**src/hdl/pes_pkg.sv**
```systemverilog
// pes_pkg: shared types, register index codes and Q16.16 helper functions
// for the particle Euler step block. No dependencies.
`timescale 1ns / 1ps
`default_nettype none

package pes_pkg;

	typedef logic signed [31:0] q_t;

	localparam int unsigned DT_W = 17;
	localparam int unsigned CFG_DATA_W = 32;
	localparam int unsigned FRAC_W = 16;
	localparam q_t Q_ONE = 32'sd65536;
	localparam q_t Q_MAX = 32'sh7FFFFFFF;
	localparam q_t Q_MIN = 32'sh80000000;

	typedef enum logic [0:0] {
		CFG_TIME_STEP = 1'b0,
		CFG_GRAVITY   = 1'b1
	} cfg_idx_t;

	typedef struct packed {
		logic [DT_W-1:0] time_step;
		q_t              gravity_accel;
	} cfg_t;

	// Tail of the datapath handed to the output stage
	typedef struct packed {
		logic               valid;
		logic               alive;
		q_t                 life;
		q_t                 pos_x;
		q_t                 pos_y;
		q_t                 pos_z;
		logic signed [63:0] prod_x;
		logic signed [63:0] prod_y;
		logic signed [63:0] prod_z;
	} tail_t;

	function automatic q_t sat_wide(input logic signed [63:0] v);
		q_t r;
		if (v > 64'sd2147483647) begin
			r = Q_MAX;
		end else if (v < -64'sd2147483648) begin
			r = Q_MIN;
		end else begin
			r = v[31:0];
		end
		return r;
	endfunction

	// Q16.16 product: floor(p / 2^16), then saturate
	function automatic q_t qnorm(input logic signed [63:0] p);
		logic signed [63:0] s;
		s = p >>> FRAC_W;
		return sat_wide(s);
	endfunction

	function automatic q_t add_sat(input q_t a, input q_t b);
		logic signed [32:0] s;
		q_t r;
		s = {a[31], a} + {b[31], b};
		if (s[32] != s[31]) begin
			r = s[32] ? Q_MIN : Q_MAX;
		end else begin
			r = s[31:0];
		end
		return r;
	endfunction

	function automatic q_t sub_sat(input q_t a, input q_t b);
		logic signed [32:0] s;
		q_t r;
		s = {a[31], a} - {b[31], b};
		if (s[32] != s[31]) begin
			r = s[32] ? Q_MIN : Q_MAX;
		end else begin
			r = s[31:0];
		end
		return r;
	endfunction

endpackage

`default_nettype wire

```
**src/hdl/pes_cfg.sv**
```systemverilog
// pes_cfg: time step and gravity registers behind the plain write port.
// Depends on pes_pkg.
`timescale 1ns / 1ps
`default_nettype none

module pes_cfg
	import pes_pkg::*;
(
	input  wire logic                  clk,
	input  wire logic                  arst_n,
	input  wire logic                  cfg_we,
	input  wire logic [0:0]            cfg_index,
	input  wire logic [CFG_DATA_W-1:0] cfg_data,
	output cfg_t                       cfg
);

	cfg_t cfg_q;

	always_ff @(posedge clk or negedge arst_n) begin
		if (!arst_n) begin
			cfg_q.time_step     <= DT_W'(1092);
			cfg_q.gravity_accel <= -32'sd642908;
		end else if (cfg_we) begin
			case (cfg_idx_t'(cfg_index))
				CFG_TIME_STEP: cfg_q.time_step     <= cfg_data[DT_W-1:0];
				CFG_GRAVITY:   cfg_q.gravity_accel <= cfg_data;
				default:       ;
			endcase
		end
	end

	assign cfg = cfg_q;

endmodule

`default_nettype wire

```
**config.mk**
```make
export PLATFORM = sky130hd
export DESIGN_NAME = pes_cfg
export DESIGN_NICKNAME = d
export VERILOG_FILES = /design/src/hdl/pes_pkg.sv /design/src/hdl/pes_cfg.sv
export SDC_FILE = /design/constraint.sdc
export NUM_CORES = 1
export LEC_CHECK = 0
export BUFFER_PORTS_ARGS = -buffer_cell sky130_fd_sc_hd__buf_2
export CAP_MARGIN = 20
export CORE_ASPECT_RATIO = 1.4
export CORE_MARGIN = 2
export CORE_UTILIZATION = 30
export DETAILED_ROUTE_END_ITERATION = 8
export HOLD_SLACK_MARGIN = 0.12
export SYNTH_ARGS = -nofsm -noshare
export SYNTH_HDL_FRONTEND = slang
export SYNTH_SLANG_ARGS = --single-unit
```
**constraint.sdc**
```tcl
create_clock -name clk -period 1.1 [get_ports clk]
set_input_delay 0.11 -clock clk [delete_from_list [all_inputs] [get_ports clk]]
set_output_delay 0.11 -clock clk [all_outputs]
set_load 0.02 [all_outputs]
```
==> flow_summary.yaml, run 1 <==
cells_and_area:
  utilization_pct: 48.3
  areaGrowthSynthToFinish_pct: 57.6
  stdcell_area_um2: 2980
  num-fill-cells: 542
  finish.net_count: 267
  seq_area_um2: 1250
  n_antenna_cell: 0
  largest_register_ffs: 49
  multi_input_area_um2: 602
  drive_gt1_share_pct: 72.0
  finalNonFillerCells: 304
place:
  detailed_place_hpwl_mm: 2.80
  place_ws_ps: 53.4
  placed_area_um2: 2440
  dp.cells: 261
  port_buffers: 84
  gp_congestion: 0.672
routing:
  vias: 1313
  first_pass_iters: 2
  drt-total-wl_mm: 4.37
  drt-vias-per-instance: 4.32
  route.detailed.drc: 0
  drt-initial-drc-count: 17
  wl_per_cell_um: 14.4
  ant_nets: 0
global_routing:
  grt_pass1_wl_mm: 6.83
  grt_overflow: 0
  antenna_found_initial: 0
  grt_max_degree: 50
  first_global_vias: 1397
  met1_usage_pct: 14.5
  use_met2_pct: 23.0
  grt.total_usage_pct: 12.7
  busiest_layer: "met2"
  grtUsageMet3_pct: 2.27
sta:
  hold-worst-slack_ps: 317
  rsz0062_at_grt: "true"
  period_minus_slack_ps: 1080
  setup_violations: 0
  period_share_pct: 97.7
  hold_viol: 0
  worst_pin_slew_ps: 256
  fin_setup_tns_ps: 0
  setup_ws_ps: 24.8
  finClkSkew_ps: 0
  slew-limit-headroom_pct: 82.9
  slew_viol_final: 0
  timing.fmax_ghz: 0.930
pwr:
  vdd.ir_drop.worst_mv: 0.707
  p_leak_nw: 1.39
  power.density_nw_per_um2: 1580
  power_mw: 4.72
worst_setup_path:
  worst_ep_arrival_time_ps: 970
  start_kind: "flip-flop"
  end_kind: "output pin"
  critical_path.top_delay_family: "flip-flops"
  required_ps: 990
  critPathMaxStageDelay_ps: 540
  slowest_stage: "dfstp_2"
  path_class: "reg2out"
  path_buf_inv: 1
  crit_chain: "buf_4"
  cp_max_fo: 2
floorplanning:
  rows: 34
  die_y_um: 97.9
  io_pins: 85
  core_um2: 6170
  dieArea_um2: 6960
  fp.dieW_um: 71.1
  start_util_pct: 30.6
flow_run:
  maxCapViolations: 0
logic_synthesis:
  synth_cells: 105
  syn_area_per_cell_um2: 18.0
  ys_seq_elements: 49
  synth_cell_types: 9
  synth_area_um2: 1890
  ys_seq_area_share_pct: 66.3
  synth_nets: 141
  synth_warnings: 0
clocking:
  path_clk_slew_ps: 90
  clkLatencyLatePin_ps: 290
  htreeDepth: 2
  clockBufferDepth: 2
  cts_buffers: 5
  cts_tree: "built"
  cts_root_buffer: "clkbuf_8"
  cts.sinks: 49
outcome:
  run_status: "complete, no violations"
hold_path:
  min_path_type: "in2async"
## final timing paths
| check | start | end | slack [ps] | cells after the start |
|---|---|---|---|---|
| min in group clk | cfg_index | cfg[42] | 330 | 4 |
| hold reg to reg | cfg[14] | cfg[14] | 500 | 1 |
| setup reg to reg | cfg[22] | cfg[22] | 280 | 2 |
| setup / recovery | cfg[42] | cfg[42] | 20 | 1 |
| max in group asynchronous | arst_n | cfg[30] | 490 | 3 |
| hold / removal | arst_n | cfg[6] | 320 | 3 |
## cell usage in the layout, fill, tap and decap left out
| master | n |
|---|---|
| dlygate4sd3_1 | 33 |
| mux2_4 | 10 |
| buf_4 | 13 |
| buf_6 | 13 |
| mux2_1 | 2 |
| clkbuf_8 | 6 |
| dfstp_2 | 22 |
| nand2_1 | 1 |
| mux2_2 | 37 |
| nor2b_2 | 1 |
| clkbuf_1 | 2 |
| buf_12 | 3 |
| buf_2 | 62 |
| dfrtp_1 | 27 |
## layout make-up
| type | count | share of cell area, % |
|---|---|---|
| flip-flops and latches | 49 | 42.1 |
| repair buffers | 124 | 31.7 |
| well taps | 72 | 3.02 |
| clock buffers | 8 | 3.02 |
| multi-input cells | 51 | 20.2 |
## power breakdown
| part | total [mW] | leakage [nW] | switching (mW) | internal [mW] |
|---|---|---|---|---|
| clock network | 1.07 | 0.0455 | 0.559 | 0.514 |
| logic | 1.34 | 0.792 | 0.645 | 0.699 |
| registers | 2.30 | 0.548 | 0.143 | 2.16 |
| total | 4.72 | 1.39 | 1.35 | 3.37 |
## Yosys cell counts, drive strengths merged
cell type / number / area (um^2)
dfrtp: 27 / 676
nor2b: 1 / 6.26
dfstp: 22 / 578
mux2: 49 / 589
buf: 5 / 37.5
nand2: 1 / 3.75
## layer usage
layer / part of all wire [%] / vias up
li1: - / 621
met1: 39 / 639
met2: 55 / 51
met3: 5.0 / 2
met4: 1.1 / 0
met5: 0 / -
## cell families (layout without fill, tap and decap cells)
kind of cell | Yosys count | after routing | synth area share, %
simple gates | 2 | 2 | 0.529
flops | 49 | 49 | 66.3
mux | 49 | 49 | 31.2
buf+inv | 5 | 132 | 1.99
## what timing repair did
item                                   CTS  global route
hold buffers                            33             0
setup endpoints to repair               12            20
setup buffers                            0             2
gates resized for setup                 12            24
cloned                                   0             0
endpoints found under the hold margin   98             0
(Power assumes the default switching activity.)
==> run 2, diff against run 1 <==
CORE_UTILIZATION = 50   (was 30)
PLACE_DENSITY = 0.84   (was default)
==> run 2 against run 1 <==
Net effect: non-clock buffer count is 1 lower; critical endpoint is now cfg[29]; worst setup slack got worse by 24 ps; highest routed layer unchanged; final area up 0.29%; count of clock-buffer cells in the layout is 1 lower; global-route usage rose by 10 points; critical path depth did not move; via count rose by 3.7%.
==> flow_summary.yaml, run 2 (same netlist as run 1, synthesis figures left out) <==
pwr:
  vdd.ir_drop.worst_mv: 1.39
  p_leak_nw: 1.40
  comb_power_share_pct: 28.5
  pwr-share-seq_pct: 47.8
  power.density_nw_per_um2: 1630
  p_clk_share_pct: 23.7
  power_mw: 4.88
  p_int_mw: 3.46
  power.switching_mw: 1.42
  netSwitchingFraction_pct: 29.2
global_routing:
  antenna_found_initial: 0
  grt.total_usage_pct: 22.9
  first_global_vias: 1598
  grt_pass1_wl_mm: 7.56
  grt_overflow: 0
  grt_max_degree: 50
clocking:
  clkLatencyLatePin_ps: 310
  htreeDepth: 2
  cts_tree: "built"
  clockBufferDepth: 2
  cts_root_buffer: "clkbuf_8"
  cts.sinks: 49
  cts_buffers: 5
  path_clk_slew_ps: 90
floorplanning:
  fp.dieW_um: 56.0
  rows: 26
  die_y_um: 76.8
  io_pins: 85
  core_um2: 3640
  start_util_pct: 51.9
  dieArea_um2: 4300
cells_and_area:
  largest_register_ffs: 49
  finish.net_count: 266
  drive_gt1_share_pct: 72.7
  final_common_cell: "buf_2"
  areaGrowthSynthToFinish_pct: 58.1
  n_antenna_cell: 0
  finalNonFillerCells: 273
  most-common-layout-cells: "buf_2 (62), mux2_2 (37), dlygate4sd3_1 (33)"
sta:
  finClkSkew_ps: 0
  period_minus_slack_ps: 1100
  slew-limit-headroom_pct: 82.7
  setup_ws_ps: 0.654
  period_share_pct: 99.9
  worst_pin_slew_ps: 260
  setup_violations: 0
  hold_viol: 0
  slew_viol_final: 0
  rsz0062_at_grt: "true"
  timing.fmax_ghz: 0.910
worst_setup_path:
  required_ps: 990
  slowest_stage: "dfstp_2"
  cp_max_fo: 2
  critical_path.top_delay_family: "flip-flops"
  end_kind: "output pin"
  start_kind: "flip-flop"
  crit_chain: "buf_6"
  path_buf_inv: 1
  path_class: "reg2out"
  worst_ep_arrival_time_ps: 990
  critPathMaxStageDelay_ps: 560
routing:
  wl_per_cell_um: 17.5
  drt-initial-drc-count: 22
  ant_nets: 0
  route.detailed.drc: 0
  first_pass_iters: 4
  drt-total-wl_mm: 4.78
  drt-vias-per-instance: 4.99
  vias: 1362
hold_path:
  min_path_type: "in2async"
place:
  port_buffers: 84
  dp.cells: 230
  place_ws_ps: 38.5
  gp_congestion: 0.728
flow_run:
  maxCapViolations: 0
outcome:
  run_status: "complete, no violations"
==> run 2: changes by cell type in the layout (fill, tap and decap cells not counted), sizes merged <==
cell    delta
clkinv     +1
buf        -1
clkbuf     -1
==> run 2: layout make-up <==
class                      instances  area, um^2
fill                             201         654
clock buffer                       7        96.3
multi-input combinational         51         602
timing repair buffer             123         980
sequential                        49        1250
tap                               42        52.6
clock inverter                     1        5.00
==> run 2: worst register-to-register path: stages, from the launching register on <==
cell and delay (ps):
dfstp_2 550, buf_4 100, mux2_2 140
==> run 2: worst paths after layout <==
kind / slack [ps] / from / depth (start not counted) / endpoint
min reg2reg: 520 / cfg[37] / 1 / cfg[37]
max reg2reg: 260 / cfg[34] / 2 / cfg[34]
min in group clk: 340 / cfg_index / 4 / cfg[38]
min: 310 / arst_n / 3 / cfg[0]
max in group asynchronous: 500 / arst_n / 3 / cfg[20]
max: 0.7 / cfg[29] / 1 / cfg[29]
==> run 2: power groups by stage <==
stage | clock network (mW) | logic [mW] | registers [mW]
final | 1.16 | 1.39 | 2.33
after global routing | 1.25 | 1.47 | 2.36
after CTS | 1.17 | 1.31 | 2.30
after detailed placement | 0 | 1.14 | 2.32
after global placement | 0 | 1.11 | 2.30
after floorplan | 0 | 0.333 | 2.66
==> run 2: layer usage <==
| metal | vias to the layer above | share of wire [%] | global-route usage (%) |
|---|---|---|---|
| met1 | 683 | 36 | 24.9 |
| met2 | 55 | 55 | 40.8 |
| met3 | 12 | 6.6 | 6.58 |
| li1 | 612 | - | - |
| met5 | - | 0 | 0 |
| met4 | 0 | 2.6 | 9.76 |
==> run 2: repair_timing <==
| item | in CTS | in global routing |
|---|---|---|
| endpoints found under the setup margin | 21 | 22 |
| gates resized for setup | 22 | 21 |
| hold buffers | 33 | 0 |
| gates cloned | 0 | 0 |
| hold endpoints to repair | 98 | 0 |
| setup buffers | 1 | 1 |
==> run 2: stage by stage <==
| stage | hold slack, ps | util [%] | area (um^2) | TNS (ps) |
|---|---|---|---|---|
| 6_report | 312 | 82.0 | 2990 | 0 |
| 5_1_grt | 341 | 82.0 | 2990 | -124 |
| 4_1_cts | 311 | 79.7 | 2900 | 0 |
| 3_5_place_dp | 113 | 66.1 | 2410 | 0 |
| 3_3_place_gp | 103 | 66.1 | 2410 | 0 |
| 2_1_floorplan | -186 | - | 1890 | 0 |
==> run 3, diff against run 2 <==
CORE_UTILIZATION = 52   (was 50)
CTS_BUF_LIST = sky130_fd_sc_hd__clkbuf_8   (was default)
PLACE_DENSITY = 0.87   (was 0.84)
TNS_END_PERCENT = 20   (was default)
==> run 3 against run 2 <==
Net effect: worst setup slack gained 6.5 ps; critical path depth is the same; die area shrank 3.6%; clock power grew 11%; largest cell class unchanged; non-clock buffer count shrank 1; register-to-register slack lost 20 ps; critical path type unchanged; highest routed layer unchanged; flip-flop and latch count is the same; clock skew is the same; global-route usage grew 2.3 points; largest power group unchanged; via count shrank 0.66%.
==> flow_summary.yaml, run 3 (same netlist as run 1, synthesis figures left out) <==
clocking:
  cts_root_buffer: "clkbuf_8"
  path_clk_slew_ps: 80
  htreeDepth: 2
  cts_tree: "built"
  cts.sinks: 49
  cts_buffers: 5
  clkLatencyLatePin_ps: 300
  clockBufferDepth: 2
cells_and_area:
  areaGrowthSynthToFinish_pct: 57.7
  largest_register_ffs: 49
  n_antenna_cell: 0
  finish.net_count: 265
  utilization_pct: 86.7
  drive_gt1_share_pct: 72.2
  most-common-layout-cells: "buf_2 (62), mux2_2 (37), dlygate4sd3_1 (33)"
  finalNonFillerCells: 270
  num-fill-cells: 166
  final_common_cell: "buf_2"
worst_setup_path:
  critPathMaxStageDelay_ps: 560
  start_kind: "flip-flop"
  r2r_cells: 2
  cp.depth: 1
  crit_chain: "buf_6"
  critical_path.top_delay_family: "flip-flops"
  end_kind: "output pin"
  cp_max_fo: 2
  critPathLaunch: "cfg[22]"
  path_buf_inv: 1
  reg2reg_from: "cfg[30]"
  r2r-end: "cfg[30]"
  slowest_stage: "dfstp_2"
  ff2ff_setup_slack_ps: 240
  path_class: "reg2out"
  required_ps: 990
  worst_ep_arrival_time_ps: 980
  cp-endpoint: "cfg[22]"
pwr:
  power.density_nw_per_um2: 1690
  p_clk_share_pct: 25.7
  comb_power_share_pct: 27.8
  p_int_mw: 3.61
  p_leak_nw: 1.40
  pwr-share-seq_pct: 46.5
  power.switching_mw: 1.42
  power_mw: 5.03
  netSwitchingFraction_pct: 28.1
  vdd.ir_drop.worst_mv: 1.70
global_routing:
  grt_overflow: 0
  grt_pass1_wl_mm: 7.19
  antenna_found_initial: 0
  first_global_vias: 1495
  grt_max_degree: 50
  grt.total_usage_pct: 25.2
floorplanning:
  core_um2: 3440
  dieArea_um2: 4140
  io_pins: 85
  fp.dieW_um: 55.0
  die_y_um: 75.3
  start_util_pct: 54.9
  rows: 25
routing:
  ant_nets: 0
  first_pass_iters: 2
  route.detailed.drc: 0
  drt-total-wl_mm: 5.04
  wl_per_cell_um: 18.7
  vias: 1353
  drt-vias-per-instance: 5.01
  drt-initial-drc-count: 26
sta:
  setup_ws_ps: 7.14
  period_minus_slack_ps: 1090
  slew-limit-headroom_pct: 82.8
  finClkSkew_ps: 0
  timing.fmax_ghz: 0.915
  worst_pin_slew_ps: 257
  hold_viol: 0
  period_share_pct: 99.4
  setup_violations: 0
  rsz0062_at_grt: "true"
  slew_viol_final: 0
place:
  place_ws_ps: 47.5
  port_buffers: 84
  detailed_place_hpwl_mm: 2.89
  gp_congestion: 0.708
  dp.cells: 227
outcome:
  run_status: "complete, no violations"
flow_run:
  maxCapViolations: 0
hold_path:
  min_path_type: "in2async"
[run 3: changes by cell type in the layout (fill, tap and decap cells not counted), sizes merged]
| cell | before | now |
|---|---|---|
| buf | 90 | 89 |
| bufinv | 0 | 1 |
| clkbuf | 7 | 6 |
| clkinv | 1 | 0 |
| inv | 0 | 1 |
[run 3: layer usage]
metal / global-route usage (%) / share of wire [%] / wire, um / vias to the layer above
met2: 46.6 / 57 / 2890 / 53
met5: 0 / 0 / 0 / -
met3: 7.65 / 6.2 / 310 / 8
li1: - / - / - / 611
met1: 27.0 / 35 / 1750 / 681
met4: 7.32 / 1.7 / 88 / 0
[run 3: layout make-up]
| class | instances | area (um^2) | share of cell area, % |
|---|---|---|---|
| Sequential cell | 49 | 1250 | 42.0 |
| Clock inverter | 2 | 33.8 | 1.13 |
| Timing Repair Buffer | 122 | 960 | 32.2 |
| Clock buffer | 6 | 82.6 | 2.77 |
| Tap cell | 40 | 50.0 | 1.68 |
| Multi-Input combinational cell | 51 | 602 | 20.2 |
[run 3: repair_timing]
action	4_1_cts	5_1_grt
endpoints found under the setup margin	21	21
buffers inserted	1	1
endpoints found under the hold margin	98	0
resized for setup	26	17
cloned	0	0
hold buffers	33	0
[run 3: how the worst min path moves through the flow]
stage,to,cells after the start,from
2_1_floorplan,cfg[0],0,arst_n
4_1_cts,cfg[0],3,arst_n
3_3_place_gp,cfg[0],2,arst_n
3_5_place_dp,cfg[0],2,arst_n
5_1_grt,cfg[0],3,arst_n
6_report,cfg[0],3,arst_n
[run 3: power by group through the flow]
stage	clock [mW]	sequential [mW]	combinational, mW
2_1_floorplan	0	2.66	0.333
3_3_place_gp	0	2.30	1.09
3_5_place_dp	0	2.32	1.14
4_1_cts	1.32	2.31	1.32
5_1_grt	1.38	2.37	1.48
6_report	1.29	2.34	1.40
[run 3: stage by stage]
step | area (um^2) | setup TNS, ps | hold WS (ps)
3_3_place_gp | 2390 | 0 | 99.6
6_report | 2980 | 0 | 306
3_5_place_dp | 2390 | 0 | 114
4_1_cts | 2910 | 0 | 316
2_1_floorplan | 1890 | 0 | -186
5_1_grt | 2980 | -96.7 | 327
